--- src/dom_pkg.sv ---
// Shared types, widths and status codes for the deadline ordered message queue.
`default_nettype none
package dom_pkg;
	localparam int DEFAULT_DEPTH = 16;
	localparam int TIME_W        = 64;
	localparam int CODE_W        = 32;
	localparam int HANDLE_W      = 32;
	localparam int STATUS_W      = 3;
	localparam int COUNT_OUT_W   = 5;
	localparam int S_DATA_W      = 192;
	localparam int M_DATA_W      = 136;

	localparam logic [STATUS_W-1:0] ST_INSERTED  = 3'd0;
	localparam logic [STATUS_W-1:0] ST_FULL      = 3'd1;
	localparam logic [STATUS_W-1:0] ST_DELIVERED = 3'd2;
	localparam logic [STATUS_W-1:0] ST_EMPTY     = 3'd3;
	localparam logic [STATUS_W-1:0] ST_NOT_DUE   = 3'd4;

	localparam logic OP_INSERT = 1'b0;
	localparam logic OP_POLL   = 1'b1;

	typedef struct packed {
		logic [TIME_W-1:0]   due;
		logic [CODE_W-1:0]   code;
		logic [HANDLE_W-1:0] handle;
	} entry_t;

	typedef struct packed {
		logic insert;
		logic pop;
	} cell_cmd_t;
endpackage
`default_nettype wire

--- src/dom_cell.sv ---
// One slot of the sorted queue: holds an entry, shifts up on insert, down on pop.
`default_nettype none
module dom_cell (
	input  wire logic             clk,
	input  wire dom_pkg::cell_cmd_t cmd,
	input  wire logic             occupied,
	input  wire logic             take_prev,
	input  wire dom_pkg::entry_t  new_entry,
	input  wire dom_pkg::entry_t  prev_entry,
	input  wire dom_pkg::entry_t  next_entry,
	output logic                  take,
	output dom_pkg::entry_t       entry
);
	import dom_pkg::*;

	entry_t entry_q;

	// new item lands at or before this slot when slot is empty or later
	assign take  = !occupied || (new_entry.due < entry_q.due);
	assign entry = entry_q;

	always_ff @(posedge clk) begin
		if (cmd.insert && take && !take_prev) begin
			entry_q <= new_entry;
		end else if (cmd.insert && take) begin
			entry_q <= prev_entry;
		end else if (cmd.pop) begin
			entry_q <= next_entry;
		end
	end
endmodule
`default_nettype wire

--- src/deadline_ordered_message_queue.sv ---
// Top level: sorted message queue built as a row of slot cells with a registered result.
//
//  channel | dir | tdata (low bit up)                                  | tuser
//  s_      | in  | due_time, msg_code, msg_ref, now_time               | operation
//  m_      | out | out_code, out_ref, next_due, entry_count,           | status
//          |     | head_changed, zero pad                              |
//
// One transfer in per cycle; its result appears in the output register on the next cycle.
// Every cell compares its due time with the incoming one in parallel, and all cells shift together.
// Reset clears the entry count and the output valid; slot contents need no reset.
// The input stalls only while the output register holds a result not yet taken.
`default_nettype none
module deadline_ordered_message_queue #(
	parameter int QUEUE_DEPTH = dom_pkg::DEFAULT_DEPTH
) (
	input  wire logic                         clk,
	input  wire logic                         arst_n,
	input  wire logic                         s_tvalid,
	output logic                              s_tready,
	// due_time[63:0], msg_code[95:64], msg_ref[127:96], now_time[191:128]
	input  wire logic [dom_pkg::S_DATA_W-1:0] s_tdata,
	// operation[0]
	input  wire logic                         s_tuser,
	output logic                              m_tvalid,
	input  wire logic                         m_tready,
	// out_code[31:0], out_ref[63:32], next_due[127:64], entry_count[132:128],
	// head_changed[133], zero[135:134]
	output logic [dom_pkg::M_DATA_W-1:0]      m_tdata,
	// status[2:0]
	output logic [dom_pkg::STATUS_W-1:0]      m_tuser
);
	import dom_pkg::*;

	localparam int CNT_W = $clog2(QUEUE_DEPTH + 1);

	logic [CNT_W-1:0] count_q;
	logic             accept;
	logic             is_poll;
	logic             full;
	logic             empty;
	logic             head_due;
	logic             do_insert;
	logic             do_pop;
	logic [TIME_W-1:0] now_time;
	entry_t           new_entry;
	cell_cmd_t        cmd;
	entry_t           cell_entry [QUEUE_DEPTH];
	logic             cell_take  [QUEUE_DEPTH];

	logic                   out_valid_q;
	logic [STATUS_W-1:0]    status_q;
	logic [CODE_W-1:0]      out_code_q;
	logic [HANDLE_W-1:0]    out_ref_q;
	logic [TIME_W-1:0]      next_due_q;
	logic [COUNT_OUT_W-1:0] entry_count_q;
	logic                   head_changed_q;
	logic [CNT_W-1:0]       count_next;
	logic [STATUS_W-1:0]    status_next;

	assign s_tready = !out_valid_q || m_tready;
	assign accept   = s_tvalid && s_tready;
	assign is_poll  = (s_tuser == OP_POLL);

	assign new_entry.due    = s_tdata[63:0];
	assign new_entry.code   = s_tdata[95:64];
	assign new_entry.handle = s_tdata[127:96];
	assign now_time         = s_tdata[191:128];

	assign full      = (count_q == CNT_W'(QUEUE_DEPTH));
	assign empty     = (count_q == '0);
	assign head_due  = (now_time >= cell_entry[0].due);
	assign do_insert = accept && !is_poll && !full;
	assign do_pop    = accept && is_poll && !empty && head_due;

	assign cmd.insert = do_insert;
	assign cmd.pop    = do_pop;

	genvar gi;
	generate
		for (gi = 0; gi < QUEUE_DEPTH; gi++) begin : g_cell
			logic   occ;
			logic   tprev;
			entry_t pentry;
			entry_t nentry;
			assign occ = (CNT_W'(gi) < count_q);
			if (gi == 0) begin : g_first
				assign tprev  = 1'b0;
				assign pentry = new_entry;
			end else begin : g_mid
				assign tprev  = cell_take[gi-1];
				assign pentry = cell_entry[gi-1];
			end
			if (gi == QUEUE_DEPTH - 1) begin : g_last
				assign nentry = cell_entry[gi];
			end else begin : g_inner
				assign nentry = cell_entry[gi+1];
			end
			dom_cell u_cell (
				.clk        (clk),
				.cmd        (cmd),
				.occupied   (occ),
				.take_prev  (tprev),
				.new_entry  (new_entry),
				.prev_entry (pentry),
				.next_entry (nentry),
				.take       (cell_take[gi]),
				.entry      (cell_entry[gi])
			);
		end
	endgenerate

	always_comb begin
		count_next = count_q;
		if (do_insert) begin
			count_next = count_q + 1'b1;
		end else if (do_pop) begin
			count_next = count_q - 1'b1;
		end
	end

	always_comb begin
		if (!is_poll) begin
			status_next = full ? ST_FULL : ST_INSERTED;
		end else if (empty) begin
			status_next = ST_EMPTY;
		end else if (head_due) begin
			status_next = ST_DELIVERED;
		end else begin
			status_next = ST_NOT_DUE;
		end
	end

	always_ff @(posedge clk or negedge arst_n) begin
		if (!arst_n) begin
			count_q     <= '0;
			out_valid_q <= 1'b0;
		end else begin
			if (accept) begin
				count_q <= count_next;
			end
			if (accept) begin
				out_valid_q <= 1'b1;
			end else if (m_tready) begin
				out_valid_q <= 1'b0;
			end
		end
	end

	always_ff @(posedge clk) begin
		if (accept) begin
			status_q       <= status_next;
			out_code_q     <= do_pop ? cell_entry[0].code : '0;
			out_ref_q      <= do_pop ? cell_entry[0].handle : '0;
			next_due_q     <= (status_next == ST_NOT_DUE) ? cell_entry[0].due : '0;
			head_changed_q <= do_insert && cell_take[0];
			entry_count_q  <= COUNT_OUT_W'(count_next);
		end
	end

	assign m_tvalid = out_valid_q;
	assign m_tuser  = status_q;
	assign m_tdata  = {2'b00, head_changed_q, entry_count_q, next_due_q, out_ref_q, out_code_q};
endmodule
`default_nettype wire

--- config.mk ---
export PLATFORM = sky130hd
export DESIGN_NAME = deadline_ordered_message_queue
export DESIGN_NICKNAME = d
export VERILOG_FILES = /design/src/dom_pkg.sv /design/src/dom_cell.sv /design/src/deadline_ordered_message_queue.sv
export SDC_FILE = /design/constraint.sdc
export NUM_CORES = 2
export LEC_CHECK = 0
export ABC_CLOCK_PERIOD_IN_PS = 30500
export BUFFER_PORTS_ARGS = -buffer_cell sky130_fd_sc_hd__buf_2
export CAP_MARGIN = 20
export CELL_PAD_IN_SITES_DETAIL_PLACEMENT = 1
export CELL_PAD_IN_SITES_GLOBAL_PLACEMENT = 1
export CORE_MARGIN = 2
export CORE_UTILIZATION = 55
export DETAILED_ROUTE_END_ITERATION = 7
export PLACE_DENSITY_LB_ADDON = 0.1
export SYNTH_ARGS = -nofsm -noshare
export SYNTH_HDL_FRONTEND = slang
export SYNTH_SLANG_ARGS = --single-unit
--- constraint.sdc ---
create_clock -name clk -period 30.5 [get_ports clk]
set_input_delay 1.525 -clock clk [delete_from_list [all_inputs] [get_ports clk]]
set_output_delay 1.525 -clock clk [all_outputs]
set_load 0.05 [all_outputs]
==> flow_results.org <==
** Place
- After detailed placement, the design holds a cell count of approximately 16000.
- Final Wtd Congestion :: roughly 0.93
- Detail Placement HPWL :: about 330000 um
- Minimum setup slack after placement :: around 22000 ps
- Input/output buffers :: 335

** Clock network
- Clk pin slew, worst setup/hold paths :: around 60 ps
- Maximum root-to-sink buffer count :: 3
- The number of gates resized after CTS was 0.
- Post-CTS setup buffer count :: 0
- Clock root buffer :: sky130_fd_sc_hd__clkbuf_16
- Maximum level of the CTS H-tree :: 4
- Hold Buf Count CTS :: 0
- Clock buffers created by TritonCTS :: between 200 and 250
- Total clock sinks :: between 2000 and 2500
- TritonCTS built the clock tree.
- Clock latency of the later-clocked register in the worst-skew pair :: 950 ps

** Outcome
- Status :: finished, violations left
- Violated checks :: slew limit

** Worst setup path
- Among the stages of the critical path, the cell type that occurs most often is sky130_fd_sc_hd__buf_4.
- The slowest stage of the critical path is the sky130_fd_sc_hd__buf_4 cell.
- Cell family with most CP delay :: buffers and inverters
- The number of buffers and inverters on the critical path is 4.
- Traced cell by cell, the critical path runs through inv_1 -> ha_1 -> a211oi_1 -> o21ai_0 -> o211ai_1 -> a211oi_1 -> o2111a_1 -> o21ba_4 -> buf_4 -> or2_4 -> buf_4 -> buf_4.
- The worst setup path is launched from a flip-flop.
- Kind of end point of the critical path :: flip-flop
- Type of the setup path with the least slack :: reg2reg
- Maximum cell stage delay along the critical path :: ~900 ps
- Required time at the endpoint of the critical path :: 31030 ps
- Critical path peak fanout :: 71
- Data on the critical path arrives at its endpoint at roughly 7900 ps.

** Yosys
- Of the synthesized area, sequential elements account for 0.484.
- In this run, distinct cell masters in the synthesized netlist total just under 80.
- Async set-or-reset flop fraction in the synthesized netlist :: 0.00274
- Synth warnings :: 0
- Top_reg_cell synth :: sky130_fd_sc_hd__edfxtp_1
- Post-synthesis instance total :: approximately 13000
- Mean instance size in the synthesized netlist :: 10.1 um^2
- Post-synthesis register bit count :: 2191
- Yosys mapped a number of flops with a built-in enable equal to 2185.
- Cell area after synthesis :: roughly 140000 um^2

** Power
- The design draws approximately 10 mW.
- For this design the ratio of total power to cell area is roughly 66 nW/um^2.
- The worst-case IR drop observed on VDD is approximately 0.000080 V.
- For this design the static power due to leakage is between 60 and 70 nW.

** Timing
- The smallest clock period supported by the final layout is computed as ~7400 ps.
- Dividing the final minimum period by the clock period gives 0.242.
- Max-slew violation total from the final report :: 74
- Worst slew margin :: -0.246
- RSZ-0062 raised after global routing :: false
- On the final layout, the worst clock skew is a little over 60 ps.
- Once routing completed, OpenROAD measured the worst setup slack at 23120 ps.
- Total setup violations reported at the end of the flow :: 0
- On the final layout, the worst hold slack is slightly above 500 ps.
- After routing, the total negative slack on setup checks comes to 0 ps.
- The final number of hold-violating endpoints was 0.
- Maximum frequency from static timing analysis :: 0.135 GHz
- For the pin with the worst max-slew slack, the measured transition is approximately 1900 ps.

** Floorplan
- Number of top-level design ports :: around 340
- Effective utilization at floorplan :: 0.553
- The floorplan has ~180 rows.
- The floorplan step defined a core boundary enclosing 246000 um^2.
- The floorplan step set the die width to 501 um.
- In this run the vertical extent of the chip is between 500 and 600 um.
- Die Area :: ~250000 um^2

** Global routing
- Across every metal layer, demand over resource in global routing totals 0.392.
- The first global-routing pass estimated 749000 um of wire.
- Entering global routing, the biggest net connects about 170 pins.
- Initial antenna violation count :: 22
- Remaining global-route overflow :: 0
- Via count of the first global-routing pass :: around 120k

** Drt
- Routed via count :: approximately 110k
- Remaining design rule violation count :: 0
- The first detailed-routing pass took 7 iterations.
- Via-to-Cell Ratio :: approximately 6.7
- For this block, the initial DRC count from the detailed router was around 11000.
- After detailed routing, the total wire length is 500000 um.
- Count of antenna-violating nets left after detailed routing :: 0
- Dividing the detail-routed wire length by the instance count gives between 20 and 30 um.

** Final layout
- Ratio of cells with drive above 1 in the final layout :: 0.0904
- Final non-filler cell total :: 16800
- Synthesis-to-layout area growth :: 9.01%
- Fill cell count :: ~27000
- Final Net Count :: between 10000 and 15000

** Worst hold path
- Worst min-delay path class :: in2async

** Run
- Across the run, the number of max-cap violations was 0.
## through the flow
stage                     utilization  area, um^2
final                           0.603      148000
after global routing            0.603      148000
after CTS                       0.602      148000
after detailed placement        0.570      140000
after global placement          0.570      140000
after floorplan                     -      136000
## sequential cells by signal, indices dropped and copies added (netlist names)
name	flops
g_cell.u_cell.entry	2048
next_due_q	64
out_code_q	32
out_ref_q	32
count_q	5
entry_count_q	5
m_tuser	3
head_changed_q	1
m_tvalid	1
## where the power goes
part / switching [mW] / internal [mW] / leakage (nW)
Sequential: 0.229 / 3.78 / 20.4
Clock: 1.34 / 1.68 / 3.83
Combinational: 1.87 / 0.903 / 40.8
Total: 3.44 / 6.36 / 65.0
## worst register-to-register path: stages, from the launching register on
cell and delay (ps):
sky130_fd_sc_hd__edfxtp_1 490, sky130_fd_sc_hd__inv_1 460, sky130_fd_sc_hd__ha_1 250, sky130_fd_sc_hd__a211oi_1 50, sky130_fd_sc_hd__o21ai_0 770, sky130_fd_sc_hd__o211ai_1 330
sky130_fd_sc_hd__a211oi_1 680, sky130_fd_sc_hd__o2111a_1 350, sky130_fd_sc_hd__o21ba_4 200, sky130_fd_sc_hd__buf_4 680, sky130_fd_sc_hd__or2_4 730, sky130_fd_sc_hd__buf_4 920
sky130_fd_sc_hd__buf_4 1070
## final timing paths
path,from,to,slack [ps],cells past startpoint
setup / recovery,g_cell[0].u_cell.entry[65],g_cell[4].u_cell.entry[75],23120,12
hold / removal,arst_n,m_tvalid,500,1
setup reg to reg,g_cell[0].u_cell.entry[65],g_cell[4].u_cell.entry[75],23120,12
hold reg to reg,g_cell[15].u_cell.entry[49],g_cell[14].u_cell.entry[49],510,2
max in group asynchronous,arst_n,count_q[3],29690,1
min in group clk,g_cell[15].u_cell.entry[49],g_cell[14].u_cell.entry[49],510,2
## cell type report
| class | instances | area [um^2] | share of cell area |
|---|---|---|---|
| Antenna cell | 11 | 27.5 | 0.000186 |
| Multi-Input combinational cell | 9334 | 62800 | 0.424 |
| Tap cell | 3220 | 4030 | 0.0272 |
| Clock inverter | 154 | 1640 | 0.0111 |
| Clock buffer | 291 | 6230 | 0.0421 |
| Inverter | 1027 | 3860 | 0.0261 |
| Timing Repair Buffer | 562 | 3680 | 0.0248 |
| Sequential cell | 2191 | 65800 | 0.444 |
## cell usage in the layout, fill, tap and decap left out, types with 70 or more instances in the layout
cell type and count:
sky130_fd_sc_hd__o21ai_0 780, sky130_fd_sc_hd__and2_1 128, sky130_fd_sc_hd__buf_2 336, sky130_fd_sc_hd__nand2_1 1312, sky130_fd_sc_hd__buf_4 203, sky130_fd_sc_hd__mux2_2 255
sky130_fd_sc_hd__edfxtp_1 2185, sky130_fd_sc_hd__mux2i_1 1411, sky130_fd_sc_hd__nor2_1 1460, sky130_fd_sc_hd__nand4_1 168, sky130_fd_sc_hd__ha_1 1075, sky130_fd_sc_hd__a31oi_1 273
sky130_fd_sc_hd__a21oi_1 1632, sky130_fd_sc_hd__a21o_1 147, sky130_fd_sc_hd__nand3_1 70, sky130_fd_sc_hd__clkbuf_16 240, sky130_fd_sc_hd__o21ai_1 101, sky130_fd_sc_hd__inv_1 1026
## cells by family (layout without fill, tap and decap cells)
family          after synthesis  count (layout)  share of synthesized area
simple gates               3348            3348                      0.103
compound gates             3239            3239                      0.132
flops                      2191            2191                      0.484
buf+inv                    1917            2034                     0.0564
mux                        1667            1667                      0.125
fa+ha+maj                  1075            1075                     0.0990
xor+xnor                      3               3                   0.000193
other cells                   1              13                  0.0000276
## Yosys cell counts (12+ instances only)
library cell,count,area (um^2)
sky130_fd_sc_hd__mux2i_1,1411,14100
sky130_fd_sc_hd__o21ai_1,101,505
sky130_fd_sc_hd__a221oi_1,24,210
sky130_fd_sc_hd__nor2b_1,21,131
sky130_fd_sc_hd__nor3_1,39,195
sky130_fd_sc_hd__a31oi_1,273,1710
sky130_fd_sc_hd__o21ai_0,788,3940
sky130_fd_sc_hd__a21o_1,147,1100
sky130_fd_sc_hd__clkbuf_1,552,2070
sky130_fd_sc_hd__and2_1,132,826
sky130_fd_sc_hd__nor4_1,23,144
sky130_fd_sc_hd__a311oi_1,69,604
sky130_fd_sc_hd__ha_1,1075,13500
sky130_fd_sc_hd__and4_1,33,289
sky130_fd_sc_hd__buf_2,266,1330
sky130_fd_sc_hd__nand2_1,1317,4940
sky130_fd_sc_hd__nand4_1,168,1050
sky130_fd_sc_hd__mux2_2,255,2870
sky130_fd_sc_hd__a21oi_1,1637,8190
sky130_fd_sc_hd__inv_1,1027,3850
sky130_fd_sc_hd__nand2b_1,25,156
sky130_fd_sc_hd__buf_1,36,135
sky130_fd_sc_hd__a2111oi_0,18,158
sky130_fd_sc_hd__o211ai_1,20,150
sky130_fd_sc_hd__or4_1,12,90.1
sky130_fd_sc_hd__buf_4,36,270
sky130_fd_sc_hd__o21a_1,20,150
sky130_fd_sc_hd__nor2_1,1465,5500
sky130_fd_sc_hd__nand3_1,70,350
sky130_fd_sc_hd__edfxtp_1,2185,65600
sky130_fd_sc_hd__a211oi_1,46,345
## layer usage
layer	track usage	up-vias	part of all wire	routed length (um)
met5	0	-	0.00013	67
met4	0.242	12	0.070	34900
met3	0.0566	1370	0.079	39700
met2	0.640	5237	0.47	234000
met1	0.491	56800	0.38	191000
li1	-	48300	-	-
(Power assumes the default switching activity.)
